## src/rtl/core/ssc_pkg.sv

```systemverilog
// Shared types for the subset-sum counter: request and result payloads,
// controller states, and the command/status bundles between control and datapath.
// No dependencies.
package ssc_pkg;

  typedef struct packed {
    logic [15:0] element;
    logic        last_element;
  } elem_req_t;

  typedef struct packed {
    logic        subset_exists;
    logic [31:0] subset_count;
    logic        count_saturated;
  } result_t;

  typedef struct packed {
    logic [7:0] target_sum;
  } cfg_req_t;

  typedef enum logic [2:0] {
    ST_CLEAR,
    ST_IDLE,
    ST_WALK,
    ST_DRAIN,
    ST_READ,
    ST_RESULT
  } state_t;

  typedef struct packed {
    logic capture;
    logic walk_step;
    logic rd_result;
    logic load_out;
    logic clr_step;
  } cmd_t;

  typedef struct packed {
    logic in_skip;
    logic in_last;
    logic walk_end;
    logic last_held;
    logic clr_end;
    logic out_busy;
  } status_t;

endpackage

```

## src/rtl/core/ssc_ctrl.sv

```systemverilog
// Sequencer for the subset-sum counter: clear sweep, table walk, result read.
// Depends on ssc_pkg.
module ssc_ctrl (
  input  logic             clk,
  input  logic             rst,
  input  logic             in_valid,
  output logic             in_ready,
  input  ssc_pkg::status_t status,
  output ssc_pkg::cmd_t    cmd
);
  import ssc_pkg::*;

  state_t state;
  state_t state_next;

  always_ff @(posedge clk) begin
    if (rst) begin
      state <= ST_CLEAR;
    end else begin
      state <= state_next;
    end
  end

  always_comb begin
    state_next = state;
    unique case (state)
      ST_CLEAR: begin
        if (status.clr_end) state_next = ST_IDLE;
      end
      ST_IDLE: begin
        if (in_valid) begin
          if (!status.in_skip) state_next = ST_WALK;
          else if (status.in_last) state_next = ST_READ;
        end
      end
      ST_WALK: begin
        if (status.walk_end) state_next = ST_DRAIN;
      end
      ST_DRAIN: begin
        state_next = status.last_held ? ST_READ : ST_IDLE;
      end
      ST_READ: begin
        state_next = ST_RESULT;
      end
      ST_RESULT: begin
        if (!status.out_busy) state_next = ST_CLEAR;
      end
      default: state_next = ST_CLEAR;
    endcase
  end

  always_comb begin
    cmd      = '0;
    in_ready = 1'b0;
    unique case (state)
      ST_CLEAR:  cmd.clr_step = 1'b1;
      ST_IDLE: begin
        in_ready    = 1'b1;
        cmd.capture = in_valid;
      end
      ST_WALK:   cmd.walk_step = 1'b1;
      ST_DRAIN:  ;
      ST_READ:   cmd.rd_result = 1'b1;
      ST_RESULT: cmd.load_out = !status.out_busy;
      default:   ;
    endcase
  end

endmodule

```

## config.mk

```make
export PLATFORM = sky130hd
export DESIGN_NAME = ssc_ctrl
export DESIGN_NICKNAME = d
export VERILOG_FILES = /design/src/rtl/core/ssc_pkg.sv /design/src/rtl/core/ssc_ctrl.sv
export SDC_FILE = /design/constraint.sdc
export NUM_CORES = 1
export LEC_CHECK = 0
export ABC_AREA = 1
export BUFFER_PORTS_ARGS = -buffer_cell sky130_fd_sc_hd__clkbuf_2
export CAP_MARGIN = 30
export CORE_AREA = 5 5 42 44
export CTS_BUF_LIST = sky130_fd_sc_hd__clkbuf_2
export DETAILED_ROUTE_END_ITERATION = 10
export DIE_AREA = 0 0 47 49
export GPL_TIMING_DRIVEN = 0
export MAX_ROUTING_LAYER = met4
export SLEW_MARGIN = 20
export SYNTH_ARGS = -nofsm -noshare
export SYNTH_HDL_FRONTEND = slang
export SYNTH_SLANG_ARGS = --single-unit
```

## constraint.sdc

```tcl
create_clock -name clk -period 3.1 [get_ports clk]
set_clock_uncertainty 0.15 [all_clocks]
set_input_delay 0.465 -clock clk [delete_from_list [all_inputs] [get_ports clk]]
set_output_delay 0.465 -clock clk [all_outputs]
set_load 0.01 [all_outputs]
```

==> metrics.csv <==
metric,value,unit
yosysMostFrequentCell,nor2_1,
die_w,47,um
ys_types,18,
ctsHoldBuffers,0,
async_flop_share,0,
worst_path_max_delay_cell,dfxtp_1,
crit_family,flip-flops,
initial_utilization,0.2500,
die_area,0.002303,mm^2
syn_to_final_growth,31.43,%
fin_setup_tns,0,ns
fmax,0.5613,GHz
syn_inst,56,
rsz0062_at_grt,false,
crit_required,2.48,ns
dp_hpwl,726.7,um
synth_area,350.3,um^2
crit_chain,inv_2 -> nor4_1 -> clkbuf_2,
fin_crit,1.782,ns
cts_buffers,3,
crit_type,register to output pin,
cts_resized,0,
root_buffer,clkbuf_2,
post_cts_buffers,0,
num_rows,14,
p_per_area,1051,mW/mm^2
ys_ff_latch,3,
die_y,49,um
core_area,0.001401,mm^2
synth_seq_area_share,0.1714,
cpPeakStageDelay,0.48,ns
antenna_cells,0,
drc,0,
synth_top_area_cell,dfxtp_1,
crit_path_end_kind,output pin,
irDropWorstVdd,0.5981,mV
crit_buf_inv,2,
hp-class,input pin to register,
maxSlewHeadroom,0.7991,
synth_enable_flop_cells,0,
cp-start-kind,register,
grt_max_degree,9,
wl_per_cell,9.433,um
worst_pin_slew,0.3010,ns
path_clk_slew,0.04,ns
port_buffers,14,
grt_use_total,0.08736,
synth.net_count,65,
layout-drive-gt1-share,0.4730,
antenna_found_initial,0,
gp_congestion,0.7498,
clk_path_buf_depth,2,
grt_pass1_wl,1.359,mm
vias,381,
synth_warnings,0,
largest_reg_flops,3,
final_net_count,84,
viasPerCell,4.233,
finalMaxSlewViolations,0,
finalCritPeriodShare,0.5747,
routed_wl,849,um
firstDrtPassIters,4,
synth-main-ff-cell,dfxtp_1,
syn_area_per_cell,6.256,um^2
io_pins,15,
largestRegisters,state: 3 flops,
cp.arrival,1.17,ns
dpl_worst_slack,1.486,ns
numClockSinks,3,
cap_violations,0,
setup_ws,1.318,ns
setup_viol,0,
largest-register,state,
clk_latency,0.20,ns
synth_common_cells,"11 x nor2_1, 9 x inv_1, 7 x nand2_1, 6 x nor2_2, 4 x nand3_1",
detail-route-antenna-nets,0,
synth_top_area_frac,0.1714,
grt-ovfl-total,0,
htree_levels,1,
cts_tree,done,
final_hold_viol_count,0,
cp_max_fo,7,
synth.area.top_cells,"dfxtp_1 17%, nor2_1 12%, nor2_2 11%",
grt_pass1_vias,348,
leakagePower,0.0002651,uW
drtIter0Drc,4,
status,"complete, no violations",
-- cell families after synthesis --
logic type             synth area share
AND/OR/NAND/NOR                  0.6036
buffers and inverters            0.1500
flip-flops                       0.1714
AO/OA/AOI/OAI                   0.07499
-- cells in the final DEF (no fill, tap or decap), types with 3 or more instances in the layout --
master / synthesis / final
dfxtp_1: 3 / 3
nand3_2: 3 / 3
nand2_1: 7 / 7
nor2_1: 11 / 11
clkbuf_2: 0 / 18
inv_1: 9 / 9
nand3_1: 4 / 4
nor2_2: 6 / 6
inv_2: 3 / 3
-- metal layers --
metal	routed length, um	global-route usage
met5	0	-
met4	0	0.06912
met3	28	0.02214
met2	490	0.1290
met1	330	0.09451
-- worst reg2reg max path: cells and delay by family (launching register included) --
family	cells	cell delay, ns
buf+inv	1	0.13
simple gates	6	0.54
flops	1	0.48
-- final timing paths --
path,start,endpoint,slack [ns],depth (start not counted)
min reg2reg,state[1],state[1],0.46,2
min,rst,state[1],0.39,4
max reg2reg,state[2],state[0],1.70,7
max,state[2],cmd[1],1.32,3
-- layout make-up --
class                           instances  area (um^2)
Tap cell                               16        20.02
Sequential cell                         3        60.06
Multi-Input combinational cell         40        237.7
Buffer                                  1        7.507
Timing Repair Buffer                   14        70.07
Fill cell                             173        940.9
Inverter                               12        45.04
Clock buffer                            4        20.02
-- power breakdown --
part	internal (uW)	total (uW)	switching, uW
combinational	131	346	214
sequential	58.2	84.7	26.5
clock	34.0	53.6	19.6
total	224	484	260
-- stage by stage --
step / cell area (um^2) / total power (uW) / hold WS, ns / util / cells
4_1_cts: 460.4 / 492.2 / 0.3740 / 0.3286 / 90
3_3_place_gp: 440.4 / 427.4 / 0.4423 / 0.3143 / 86
6_report: 460.4 / 484.0 / 0.3863 / 0.3286 / 90
3_5_place_dp: 440.4 / 434.1 / 0.4485 / 0.3143 / 86
5_1_grt: 460.4 / 543.0 / 0.3839 / 0.3286 / 90
2_1_floorplan: 350.3 / 352.2 / 0.4142 / - / 56
(Power assumes the default switching activity.)
